$ cat src/afs_pkg.sv
// Shared types and constants for the animation frame sequencer.
// Every other file of the block imports this package; it depends on nothing.
package afs_pkg;

  localparam int FRAME_BITS    = 16;
  localparam int STEP_BITS     = 9;
  localparam int CFG_ADDR_BITS = 4;
  localparam int CFG_DATA_BITS = 32;

  localparam logic [1:0] REG_START = 2'd0;
  localparam logic [1:0] REG_END   = 2'd1;
  localparam logic [1:0] REG_DELTA = 2'd2;

  localparam int RESET_START = 1;
  localparam int RESET_END   = 100;
  localparam int RESET_DELTA = 1;

  typedef enum logic [2:0] {
    OP_STOP,
    OP_PAUSE,
    OP_PLAY,
    OP_STEP,
    OP_SET_DIR,
    OP_SET_LOOP,
    OP_SET_PAL,
    OP_DONE
  } op_t;

  typedef enum logic [1:0] {
    MODE_STOP,
    MODE_PAUSE,
    MODE_STEP,
    MODE_PLAY
  } mode_t;

  typedef logic signed [FRAME_BITS-1:0] frame_t;

  typedef struct packed {
    op_t  op;
    logic setting;
  } cmd_t;

  typedef struct packed {
    frame_t start_frame;
    frame_t end_frame;
    frame_t frame_delta;
  } cfg_t;

  typedef struct packed {
    logic   frame_issued;
    frame_t issued_frame;
    frame_t upcoming_frame;
    mode_t  play_mode;
    logic   playback_done;
  } res_t;

endpackage

$ cat src/afs_front.sv
// Front end of the frame sequencer: accepts input beats, decodes the operation
// and holds the decoded commands in a two-entry queue. Depends on afs_pkg.
module afs_front (
  input  logic                clk,
  input  logic                rst,
  input  logic                push,
  input  logic [2:0]          operation,
  input  logic                setting,
  output logic                full,
  output logic                cmd_valid,
  output afs_pkg::cmd_t       cmd,
  input  logic                cmd_pop
);
  import afs_pkg::*;

  cmd_t       slots [2];
  logic       wr_ptr;
  logic       rd_ptr;
  logic [1:0] count;
  logic       do_push;
  logic       do_pop;
  cmd_t       decoded;

  assign full      = (count == 2'd2);
  assign cmd_valid = (count != 2'd0);
  assign cmd       = slots[rd_ptr];
  assign do_push   = push && !full;
  assign do_pop    = cmd_pop && cmd_valid;

  always_comb begin
    decoded.op      = op_t'(operation);
    decoded.setting = setting;
  end

  always_ff @(posedge clk) begin
    if (rst) begin
      wr_ptr <= 1'b0;
      rd_ptr <= 1'b0;
      count  <= 2'd0;
    end else begin
      if (do_push) begin
        wr_ptr <= !wr_ptr;
      end
      if (do_pop) begin
        rd_ptr <= !rd_ptr;
      end
      unique case ({do_push, do_pop})
        2'b10:   count <= count + 2'd1;
        2'b01:   count <= count - 2'd1;
        default: count <= count;
      endcase
    end
  end

  always_ff @(posedge clk) begin
    if (do_push) begin
      slots[wr_ptr] <= decoded;
    end
  end

endmodule

$ cat src/afs_res_fifo.sv
// Two-entry result queue that parts the sequencer core from the result port.
// Depends on afs_pkg for the result type.
module afs_res_fifo (
  input  logic          clk,
  input  logic          rst,
  input  logic          wr_en,
  input  afs_pkg::res_t wr_data,
  output logic          wr_full,
  output logic          rd_valid,
  output afs_pkg::res_t rd_data,
  input  logic          rd_pop
);
  import afs_pkg::*;

  res_t       slots [2];
  logic       wr_ptr;
  logic       rd_ptr;
  logic [1:0] count;
  logic       do_push;
  logic       do_pop;

  assign wr_full  = (count == 2'd2);
  assign rd_valid = (count != 2'd0);
  assign rd_data  = slots[rd_ptr];
  assign do_push  = wr_en && !wr_full;
  assign do_pop   = rd_pop && rd_valid;

  always_ff @(posedge clk) begin
    if (rst) begin
      wr_ptr <= 1'b0;
      rd_ptr <= 1'b0;
      count  <= 2'd0;
    end else begin
      if (do_push) begin
        wr_ptr <= !wr_ptr;
      end
      if (do_pop) begin
        rd_ptr <= !rd_ptr;
      end
      unique case ({do_push, do_pop})
        2'b10:   count <= count + 2'd1;
        2'b01:   count <= count - 2'd1;
        default: count <= count;
      endcase
    end
  end

  always_ff @(posedge clk) begin
    if (do_push) begin
      slots[wr_ptr] <= wr_data;
    end
  end

endmodule

$ cat src/afs_back.sv
// Back end of the frame sequencer: holds the playback state and carries out one
// decoded command per cycle into the result queue while it has room. Depends on afs_pkg.
module afs_back (
  input  logic          clk,
  input  logic          rst,
  input  logic          cmd_valid,
  input  afs_pkg::cmd_t cmd,
  output logic          cmd_pop,
  input  afs_pkg::cfg_t cfg,
  input  logic          res_full,
  output logic          res_wr,
  output afs_pkg::res_t res
);
  import afs_pkg::*;

  // Two guard bits cover the delta magnitude and the sum overshooting the range.
  localparam int WB = FRAME_BITS + 2;
  typedef logic signed [WB-1:0] wide_t;
  typedef logic signed [STEP_BITS-1:0] step_t;
  typedef struct packed {
    frame_t nf;
    logic   flipped;
    logic   stop;
  } adv_t;

  localparam step_t STEP_MAX  = {1'b0, {(STEP_BITS-1){1'b1}}};
  localparam step_t STEP_MIN  = {1'b1, {(STEP_BITS-1){1'b0}}};
  localparam step_t STEP_ONE  = step_t'(1);
  localparam step_t STEP_ZERO = step_t'(0);

  function automatic wide_t clamp(wide_t n, wide_t s, wide_t e);
    if (n < s) begin
      return s;
    end
    if (n > e) begin
      return e;
    end
    return n;
  endfunction

  function automatic adv_t advance(frame_t nf, wide_t s, wide_t e, wide_t d,
                                   logic bwd, logic flp, logic lp, logic pal);
    wide_t base;
    wide_t step;
    wide_t n;
    logic  high;
    adv_t  r;
    base      = wide_t'(nf);
    step      = (bwd ^ flp) ? -d : d;
    n         = base + step;
    high      = (n > e);
    r.nf      = nf;
    r.flipped = flp;
    r.stop    = 1'b0;
    if (n >= s && n <= e) begin
      r.nf = frame_t'(n);
    end else begin
      if (lp) begin
        if (pal) begin
          r.flipped = !flp;
          n = base - step;
        end else begin
          n = high ? s : e;
        end
      end else if (pal) begin
        if (flp) begin
          r.flipped = 1'b0;
          r.stop    = 1'b1;
          n = high ? e : s;
        end else begin
          r.flipped = 1'b1;
          n = base - step;
        end
      end else begin
        n = high ? s : e;
        r.stop = 1'b1;
      end
      r.nf = frame_t'(clamp(n, s, e));
    end
    return r;
  endfunction

  // A reposition moves the next frame by two advances, but only from inside the range.
  function automatic adv_t reposition(frame_t nf, wide_t s, wide_t e, wide_t d,
                                      logic bwd, logic flp, logic lp, logic pal);
    adv_t a1;
    adv_t a2;
    adv_t r;
    r.nf      = nf;
    r.flipped = flp;
    r.stop    = 1'b0;
    if (clamp(wide_t'(nf), s, e) == wide_t'(nf)) begin
      a1 = advance(nf, s, e, d, bwd, flp, lp, pal);
      a2 = advance(a1.nf, s, e, d, bwd, a1.flipped, lp, pal);
      r.nf      = a2.nf;
      r.flipped = a2.flipped;
      r.stop    = a1.stop | a2.stop;
    end
    return r;
  endfunction

  frame_t next_frame;
  mode_t  mode;
  logic   backward;
  logic   loop_on;
  logic   palindrome_on;
  logic   flipped;
  step_t  pending_steps;

  frame_t next_frame_next;
  mode_t  mode_next;
  logic   backward_next;
  logic   loop_on_next;
  logic   palindrome_on_next;
  logic   flipped_next;
  step_t  pending_steps_next;
  logic   issued;

  wide_t  s_w;
  wide_t  e_w;
  wide_t  d_raw;
  wide_t  d_mag;
  adv_t   adv;
  logic   fire;

  assign fire    = cmd_valid && !res_full;
  assign cmd_pop = fire;
  assign res_wr  = fire;

  assign s_w   = wide_t'(cfg.start_frame);
  assign e_w   = wide_t'(cfg.end_frame);
  assign d_raw = wide_t'(cfg.frame_delta);

  always_comb begin
    if (d_raw == wide_t'(0)) begin
      d_mag = wide_t'(1);
    end else if (d_raw < wide_t'(0)) begin
      d_mag = -d_raw;
    end else begin
      d_mag = d_raw;
    end
  end

  always_comb begin
    next_frame_next    = next_frame;
    mode_next          = mode;
    backward_next      = backward;
    loop_on_next       = loop_on;
    palindrome_on_next = palindrome_on;
    flipped_next       = flipped;
    pending_steps_next = pending_steps;
    issued             = 1'b0;
    adv                = '0;
    unique case (cmd.op)
      OP_STOP: begin
        mode_next          = MODE_STOP;
        flipped_next       = 1'b0;
        pending_steps_next = '0;
      end
      OP_PAUSE: begin
        mode_next = MODE_PAUSE;
      end
      OP_PLAY: begin
        mode_next          = MODE_PLAY;
        flipped_next       = 1'b0;
        pending_steps_next = '0;
      end
      OP_STEP: begin
        if (backward) begin
          if (pending_steps > STEP_MIN) begin
            pending_steps_next = pending_steps - STEP_ONE;
          end
        end else begin
          if (pending_steps < STEP_MAX) begin
            pending_steps_next = pending_steps + STEP_ONE;
          end
        end
        mode_next = (pending_steps_next != '0) ? MODE_STEP : MODE_STOP;
      end
      OP_SET_DIR: begin
        if (backward != cmd.setting) begin
          backward_next = cmd.setting;
          adv = reposition(next_frame, s_w, e_w, d_mag, cmd.setting, flipped,
                           loop_on, palindrome_on);
          next_frame_next = adv.nf;
          flipped_next    = adv.flipped;
          if (adv.stop) begin
            mode_next = MODE_STOP;
          end
        end
      end
      OP_SET_LOOP: begin
        loop_on_next = cmd.setting;
      end
      OP_SET_PAL: begin
        palindrome_on_next = cmd.setting;
        if (flipped) begin
          adv = reposition(next_frame, s_w, e_w, d_mag, backward, 1'b0,
                           loop_on, cmd.setting);
          next_frame_next = adv.nf;
          flipped_next    = adv.flipped;
          if (adv.stop) begin
            mode_next = MODE_STOP;
          end
        end
      end
      OP_DONE: begin
        if (mode == MODE_PLAY || mode == MODE_STEP) begin
          issued = 1'b1;
          adv = advance(frame_t'(clamp(wide_t'(next_frame), s_w, e_w)), s_w, e_w,
                        d_mag, backward, flipped, loop_on, palindrome_on);
          next_frame_next = adv.nf;
          flipped_next    = adv.flipped;
          if (adv.stop) begin
            mode_next = MODE_STOP;
          end
          if (mode == MODE_STEP) begin
            pending_steps_next = (pending_steps < STEP_ZERO) ? pending_steps + STEP_ONE
                                                             : pending_steps - STEP_ONE;
            if (pending_steps_next == '0) begin
              mode_next = MODE_STOP;
            end
          end
        end
      end
      default: begin
        mode_next = mode;
      end
    endcase
  end

  always_comb begin
    res.frame_issued   = issued;
    res.issued_frame   = issued ? next_frame : '0;
    res.upcoming_frame = next_frame_next;
    res.play_mode      = mode_next;
    res.playback_done  = (mode_next == MODE_STOP);
  end

  always_ff @(posedge clk) begin
    if (rst) begin
      next_frame    <= frame_t'(RESET_START);
      mode          <= MODE_STOP;
      backward      <= 1'b0;
      loop_on       <= 1'b0;
      palindrome_on <= 1'b0;
      flipped       <= 1'b0;
      pending_steps <= '0;
    end else if (fire) begin
      next_frame    <= next_frame_next;
      mode          <= mode_next;
      backward      <= backward_next;
      loop_on       <= loop_on_next;
      palindrome_on <= palindrome_on_next;
      flipped       <= flipped_next;
      pending_steps <= pending_steps_next;
    end
  end

endmodule

$ cat src/animation_frame_sequencer_unit.sv
// Animation frame sequencer, top level. Uses afs_pkg, afs_front, afs_back, afs_res_fifo.
// Path: a pushed item waits in the afs_front command queue, is carried out by afs_back,
// and its result is registered in afs_res_fifo before it reaches the result ports.
// Throughput: one item per cycle in afs_back while the result queue has room.
// Reset (rst, synchronous): queues empty, playback state and range registers to reset values.
module animation_frame_sequencer_unit (
  input  logic                                   clk,
  input  logic                                   rst,
  input  logic                                   push,
  output logic                                   full,
  input  logic [2:0]                             operation,
  input  logic                                   setting,
  output logic                                   empty,
  input  logic                                   pop,
  output logic                                   frame_issued,
  output logic signed [afs_pkg::FRAME_BITS-1:0]  issued_frame,
  output logic signed [afs_pkg::FRAME_BITS-1:0]  upcoming_frame,
  output logic [1:0]                             play_mode,
  output logic                                   playback_done,
  input  logic                                   psel,
  input  logic                                   penable,
  input  logic                                   pwrite,
  input  logic [afs_pkg::CFG_ADDR_BITS-1:0]      paddr,
  input  logic [afs_pkg::CFG_DATA_BITS-1:0]      pwdata,
  output logic [afs_pkg::CFG_DATA_BITS-1:0]      prdata,
  output logic                                   pready
);
  import afs_pkg::*;

  cfg_t       cfg;
  cmd_t       cmd;
  res_t       res_in;
  res_t       res_out;
  logic       cmd_valid;
  logic       cmd_pop;
  logic       res_wr;
  logic       res_full;
  logic       res_valid;
  logic       cfg_write;
  logic [1:0] reg_index;

  assign pready    = 1'b1;
  assign reg_index = paddr[3:2];
  assign cfg_write = psel && penable && pwrite && pready;

  always_ff @(posedge clk) begin
    if (rst) begin
      cfg.start_frame <= frame_t'(RESET_START);
      cfg.end_frame   <= frame_t'(RESET_END);
      cfg.frame_delta <= frame_t'(RESET_DELTA);
    end else if (cfg_write) begin
      unique case (reg_index)
        REG_START: cfg.start_frame <= frame_t'(pwdata[FRAME_BITS-1:0]);
        REG_END:   cfg.end_frame   <= frame_t'(pwdata[FRAME_BITS-1:0]);
        REG_DELTA: cfg.frame_delta <= frame_t'(pwdata[FRAME_BITS-1:0]);
        default:   cfg.frame_delta <= cfg.frame_delta;
      endcase
    end
  end

  always_comb begin
    unique case (reg_index)
      REG_START: prdata = CFG_DATA_BITS'($unsigned(cfg.start_frame));
      REG_END:   prdata = CFG_DATA_BITS'($unsigned(cfg.end_frame));
      REG_DELTA: prdata = CFG_DATA_BITS'($unsigned(cfg.frame_delta));
      default:   prdata = '0;
    endcase
  end

  afs_front u_front (
    .clk       (clk),
    .rst       (rst),
    .push      (push),
    .operation (operation),
    .setting   (setting),
    .full      (full),
    .cmd_valid (cmd_valid),
    .cmd       (cmd),
    .cmd_pop   (cmd_pop)
  );

  afs_back u_back (
    .clk       (clk),
    .rst       (rst),
    .cmd_valid (cmd_valid),
    .cmd       (cmd),
    .cmd_pop   (cmd_pop),
    .cfg       (cfg),
    .res_full  (res_full),
    .res_wr    (res_wr),
    .res       (res_in)
  );

  afs_res_fifo u_res_fifo (
    .clk      (clk),
    .rst      (rst),
    .wr_en    (res_wr),
    .wr_data  (res_in),
    .wr_full  (res_full),
    .rd_valid (res_valid),
    .rd_data  (res_out),
    .rd_pop   (pop)
  );

  assign empty          = !res_valid;
  assign frame_issued   = res_out.frame_issued;
  assign issued_frame   = res_out.issued_frame;
  assign upcoming_frame = res_out.upcoming_frame;
  assign play_mode      = res_out.play_mode;
  assign playback_done  = res_out.playback_done;

`ifndef SYNTHESIS
  // The done flag must always agree with the reported mode.
  a_done_matches_mode: assert property (@(posedge clk) disable iff (rst)
    !empty |-> (playback_done == (play_mode == MODE_STOP)))
    else $error("playback_done disagrees with play_mode");

  // A beat that issued no frame carries a zero frame number.
  a_no_issue_zero: assert property (@(posedge clk) disable iff (rst)
    (!empty && !frame_issued) |-> (issued_frame == '0))
    else $error("issued_frame nonzero without frame_issued");

  // Reset leaves both queues empty.
  a_reset_empty: assert property (@(posedge clk)
    rst |=> (!full && empty))
    else $error("queues not empty after reset");
`endif

endmodule

$ cat config.mk
export PLATFORM = sky130hd
export DESIGN_NAME = animation_frame_sequencer_unit
export DESIGN_NICKNAME = d
export VERILOG_FILES = /design/src/afs_pkg.sv /design/src/afs_front.sv /design/src/afs_res_fifo.sv /design/src/afs_back.sv /design/src/animation_frame_sequencer_unit.sv
export SDC_FILE = /design/constraint.sdc
export NUM_CORES = 2
export LEC_CHECK = 0
export BUFFER_PORTS_ARGS = -buffer_cell sky130_fd_sc_hd__buf_4
export CELL_PAD_IN_SITES_DETAIL_PLACEMENT = 2
export CELL_PAD_IN_SITES_GLOBAL_PLACEMENT = 2
export CORE_MARGIN = 4
export CORE_UTILIZATION = 35
export CTS_BUF_LIST = sky130_fd_sc_hd__clkbuf_16
export DETAILED_ROUTE_END_ITERATION = 16
export PLACE_DENSITY = 0.92
export SLEW_MARGIN = 30
export SYNTH_ARGS = -nofsm -noshare
export SYNTH_HDL_FRONTEND = slang
export SYNTH_SLANG_ARGS = --single-unit
$ cat constraint.sdc
create_clock -name clk -period 15.6 [get_ports clk]
set_clock_uncertainty 0.1 [all_clocks]
set_input_delay 1.56 -clock clk [delete_from_list [all_inputs] [get_ports clk]]
set_output_delay 1.56 -clock clk [all_outputs]
set_load 0.01 [all_outputs]
==> results of run 1 <==
[per-stage QoR]
stage / instances / cell area (µm²) / hold slack (ns) / TNS, ns / setup slack [ns]
3_5_place_dp: 6219 / 39800 / 0.428 / -326.93 / -6.77
2_1_floorplan: 4393 / 32800 / 0.371 / 0 / 0.00495
3_3_place_gp: 6217 / 39700 / 0.388 / -44.52 / -1.17
[cell families after synthesis]
family          count (synthesis)
compound gates               1346
xor+xnor                      302
fa+ha+maj                     570
buf+inv                       509
flops                         169
mux                           127
other cells                     2
simple gates                 1353
==> impl.org, run 1 <==
** Synthesis
- The commonest cells after synthesis are sky130_fd_sc_hd__ha_1, sky130_fd_sc_hd__nor2_1, sky130_fd_sc_hd__a21oi_1.
- A synthesized cell averages 7.44 µm².
- Number of synthesis warnings :: 0
- Simple-gate share of the synthesized area :: a little under 20%
- In this run, synthesis inferred 80 flip-flops with an integrated enable.
- Ys async rst share :: 0%
- Counting every instance in the synthesized netlist gives 4378.
- Post-synthesis cell type count :: 107
- Multiplexer cells account for 4.15% of the synthesized area.
- Number of synthesized register bits :: ~170
- The share of the Yosys chip area taken by registers is 12.8%.
- Of the total synthesized cell area, the portion taken by XOR and XNOR cells is 8.41%.
- Leading cell types by total area after synthesis :: sky130_fd_sc_hd__ha_1, sky130_fd_sc_hd__edfxtp_1, sky130_fd_sc_hd__a21oi_1, sky130_fd_sc_hd__dfxtp_1, sky130_fd_sc_hd__xnor2_1
- The synthesized netlist devotes between 20% and 30% of its cell area to adder and majority cells.
- Combinational family with the most area after synthesis :: compound AO/OA/AOI/OAI gates
- Most instantiated flip-flop cell in the synthesis netlist :: sky130_fd_sc_hd__dfxtp_1
- Most numerous cell in the Yosys netlist :: sky130_fd_sc_hd__ha_1
- Dominant cell type by area after synthesis :: sky130_fd_sc_hd__ha_1
- Synth top area share :: 21.5%
- The synthesized netlist devotes 26.8% of its cell area to compound gates.
- Post-Synthesis Cell Area :: 32600 µm²

** Outcome
- Error that stopped the run :: [ERROR DPL-0033] detailed placement checks failed during check placement.
- The flow halted during 4_1_cts.
- The flow did not finish.

** Clock tree
- CTS resizes :: 503
- Hold_buf cts :: 0
- Total clock buffers created by CTS :: 17
- Buffers added to address setup during post-CTS repair amount to 103.
- For this design, the sink count on the clock tree is 169.
- CTS built an H-tree with a depth of 4.
- Buffer depth of the longest clock path :: 2
- Clock tree root buffer cell :: sky130_fd_sc_hd__clkbuf_16

** Die
- Die Height :: approximately 310 µm
- Rows :: 111
- Starting Density :: 35.4%
- DIE WIDTH :: roughly 310 µm
- Ports placed on the boundary :: 118

** Placement
- During placement, the flow inserted port buffers numbering 82.
- The congestion estimate from routability-driven global placement came to 1.17.
- Sum of net half-perimeters after detailed placement :: 237000 µm
==> inputs of run 2 (changes only) <==
--- a/config.mk
+++ b/config.mk
@@ -6,13 +6,10 @@
 export NUM_CORES = 2
 export LEC_CHECK = 0
 export BUFFER_PORTS_ARGS = -buffer_cell sky130_fd_sc_hd__buf_4
-export CELL_PAD_IN_SITES_DETAIL_PLACEMENT = 2
-export CELL_PAD_IN_SITES_GLOBAL_PLACEMENT = 2
 export CORE_MARGIN = 4
-export CORE_UTILIZATION = 35
-export CTS_BUF_LIST = sky130_fd_sc_hd__clkbuf_16
+export CORE_UTILIZATION = 25
 export DETAILED_ROUTE_END_ITERATION = 16
-export PLACE_DENSITY = 0.92
+export PLACE_DENSITY_LB_ADDON = 0.15
 export SLEW_MARGIN = 30
 export SYNTH_ARGS = -nofsm -noshare
 export SYNTH_HDL_FRONTEND = slang
==> constraint.sdc (replaced) <==
create_clock -name clk -period 20.3 [get_ports clk]
set_clock_uncertainty 0.1 [all_clocks]
set_input_delay 2.03 -clock clk [delete_from_list [all_inputs] [get_ports clk]]
set_output_delay 2.03 -clock clk [all_outputs]
set_load 0.01 [all_outputs]
==> run 2 against run 1 <==
Effect of this change:
- the run now ends clean
- synthesized cell count did not move
- area after synthesis did not move
==> impl.org, run 2 <==
** Critical path
- On the worst path, the slowest cell contributes a delay of around 0.6 ns.
- The worst setup path is captured at a flop.
- Required @ worst endpoint :: 20.43 ns
- Data on the critical path arrives at its endpoint at 19.42 ns.
- Crit Path Category :: reg2reg
- STA classifies the critical path startpoint as a flop.
- Number of buffers and inverters on the critical path :: 6
- Largest fanout on the critical path :: 47
- Grouping stages by cell kind, the critical path spends the most delay in compound AO/OA/AOI/OAI gates.
- The largest individual stage delay along the critical path comes from the cell sky130_fd_sc_hd__or4_1.

** Placement
- The cell count after placement came to 6193 (was 6219).
- The routability congestion estimate from global placement came to 1.03 (was 1.17).
- The post-detailed-placement half-perimeter wirelength came to 144000 µm (was 237000 µm).
- The number of port buffers is 82 (unchanged).

** Timing
- Final hold violation count :: 0
- Final Slew Violations :: 0
- Highest achievable clock rate :: 51.9 MHz
- Portion of the clock cycle consumed by the worst path in the final layout :: 95.0%
- Setup repair after global routing left no endpoint under its margin.
- Worst relative slew slack :: 30.8%
- At the pin with the least slew margin, the transition time is 1.01 ns.
- Setup violations remaining at the end of the flow were counted as 0.
- The clock period could shrink to 19.29 ns.
- In the final timing run, aggregate negative setup slack is 0 ns.

** Synthesis
- Post-Synthesis Cell Area :: 32600 µm² (unchanged)
- The yosys synthesis warning count came to 0 (unchanged).
- Count of flip-flops with a built-in enable after synthesis :: 80 (unchanged)
- The most common cell in the netlist was sky130_fd_sc_hd__ha_1 (unchanged).
- The share of synthesized flip-flops with an asynchronous set or reset came to 0% (unchanged).
- Synth top area share :: 21.5% (unchanged)
- The biggest area consumer among synthesized cells is sky130_fd_sc_hd__ha_1 (unchanged).
- The register bit count reported by yosys came to 169 (unchanged).
- Cells after synthesis :: 4378 (unchanged)
- The synthesized area per cell was 7.44 µm² (unchanged).
- Commonest cells in the synthesized netlist :: sky130_fd_sc_hd__ha_1, sky130_fd_sc_hd__nor2_1, sky130_fd_sc_hd__a21oi_1 (unchanged)
- Leading cell types by total area after synthesis :: sky130_fd_sc_hd__ha_1, sky130_fd_sc_hd__edfxtp_1, sky130_fd_sc_hd__a21oi_1, sky130_fd_sc_hd__dfxtp_1, sky130_fd_sc_hd__xnor2_1 (unchanged)
- The post-synthesis sequential area ratio is 12.8% (unchanged).
- The unique cell type count in the Yosys netlist was 107 (unchanged).
- The top flip-flop cell by instance count after synthesis is sky130_fd_sc_hd__dfxtp_1 (unchanged).

** Detailed routing
- In the routed design, unresolved DRC markers number 0.
- Detailed-route wire length per cell :: 29.8 µm
- Antenna-violating nets left :: 0
- The final route contains about 35000 vias.
- The first TritonRoute pass finished after 7 iterations.
- The routed design has 186000 µm of wire.
- Via/cell ratio :: 5.65
- Detailed router's first-iteration violation count :: between 4000 and 5000

** Clock tree
- CTS resizes :: 0 (was 503)
- The number of buffers inserted to repair setup after CTS is 0 (was 103).
- Clock transition at the registers of the reported paths :: 0.09 ns
- The CTS H-tree depth came to 4 (unchanged).
- The buffer depth of the longest clock path was 2 (unchanged).
- Clk sinks :: 169 (unchanged)
- The buffer cell driving the clock tree root was sky130_fd_sc_hd__clkbuf_16 (unchanged).
- TritonCTS built the clock tree.
- Total clock buffers created by CTS :: 17 (unchanged)
- The clock reaches the later pin of the worst-skew pair after 0.50 ns.
- Hold_buf cts :: 0 (unchanged)

** Hold path
- HP Class :: reg2reg

** Finish
- Flip-flop count of the largest register, all copies and words added :: 72
- From synthesis to final layout, the design area changed by 13.7%.
- Ranked by flip-flop count, first place goes to u_res_fifo.slots.
- Top library cells by usage in the layout, fill and taps aside :: sky130_fd_sc_hd__ha_1, sky130_fd_sc_hd__nor2_1, sky130_fd_sc_hd__a21oi_1
- The largest registers in the layout are u_res_fifo.slots x72, cfg x48, u_back.next_frame x16.
- The library cell used most frequently in the layout, excluding fill and tap cells, is sky130_fd_sc_hd__ha_1.
- Proportion of layout cells with a drive suffix above 1 :: 11.6%
- After the last flow step, the layout net total stands at 5087.
- The finished layout holds 6228 standard cells, fillers aside.

** Die
- The die covers 136000 µm².
- The number of primary I/O pins was 118 (unchanged).
- The cell row count was 132 (was 111).
- Starting Density :: 25.2% (was 35.4%)
- Core area :: 129000 µm²
- The die outline width was 369 µm (was 313 µm).
- The y dimension of the die came to 369 µm (was 313 µm).

** Global route
- Entering global routing, the biggest net connects 50 pins.
- Global routing used 26.3% of the available tracks.
- Number of global-route vias before repair :: between 30000 and 40000
- Global route total overflow :: 0
- The number of antenna violations at the first check in global routing is 14.
- Wire length of the first global-routing pass :: 255000 µm

** Job
- Max Cap Viol :: 0

** Outcome
- Status: finished, final reports clean (was aborted with a tool error).
## run 2: cell counts after synthesis
Identical to the previous run, type by type.
## run 2: path summary, 6_finish.rpt
kind | startpoint | to | slack, ns | cells past startpoint
max | cfg[0]$_SDFFE_PP1P_ | u_res_fifo.slots[1][9]$_DFFE_PP_ | 1.01 | 84
min | u_back.next_frame[15]$_SDFFE_PP0P_ | u_back.next_frame[15]$_SDFFE_PP0P_ | 0.39 | 2
max reg2reg | cfg[0]$_SDFFE_PP1P_ | u_res_fifo.slots[1][9]$_DFFE_PP_ | 1.01 | 84
min reg2reg | u_back.next_frame[15]$_SDFFE_PP0P_ | u_back.next_frame[15]$_SDFFE_PP0P_ | 0.39 | 2
## run 2: cells by family (layout without fill, tap and decap cells)
family / Yosys count / after routing / synth area share, %
buf+inv: 509 / 599 / 6.20
xor+xnor: 302 / 302 / 8.41
mux: 127 / 127 / 4.15
simple gates: 1353 / 1353 / 19.5
flops: 169 / 169 / 12.8
other cells: 2 / 20 / 0.0231
compound gates: 1346 / 1346 / 26.8
fa+ha+maj: 570 / 570 / 22.1
## run 2: area by class of cell
type                            instances  area, µm²
Antenna cell                            3       7.51
Clock buffer                           17        425
Clock inverter                         15        184
Fill cell                           14259      92500
Inverter                              237        890
Multi-Input combinational cell       3715      26600
Sequential cell                       169       4190
Tap cell                             1742       2180
Timing Repair Buffer                  330       2510
## run 2: stage by stage
stage / hold WS [ns] / worst slack [ns] / area, µm² / utilization, %
floorplan: 0.371 / 3.43 / 32600 / -
global placement: 0.368 / 0.728 / 36300 / 28.0
detailed placement: 0.373 / 0.719 / 36300 / 28.0
CTS: 0.385 / 0.680 / 36900 / 28.5
global route: 0.431 / 0.0214 / 37000 / 28.6
finish: 0.389 / 1.01 / 37000 / 28.6
## run 2: routing by layer
layer  vias to the layer above  track usage, %  part of all wire (%)
met5                         -               0                 0.022
met2                      1701            39.9                    42
li1                      16172               -                     -
met3                       380            4.39                   8.2
met4                         6            13.0                   5.8
met1                     16948            36.0                    44
## run 2: tightest hold or removal path: stages (launching register included)
cell and delay, ns:
sky130_fd_sc_hd__dfxtp_1 0.32, sky130_fd_sc_hd__nand3_1 0.06, sky130_fd_sc_hd__o21ai_0 0.07
Power of run 2 is left out: the tool's default activity adds up to more than one toggle a clock period on the data nets, which glitch-free logic cannot reach.
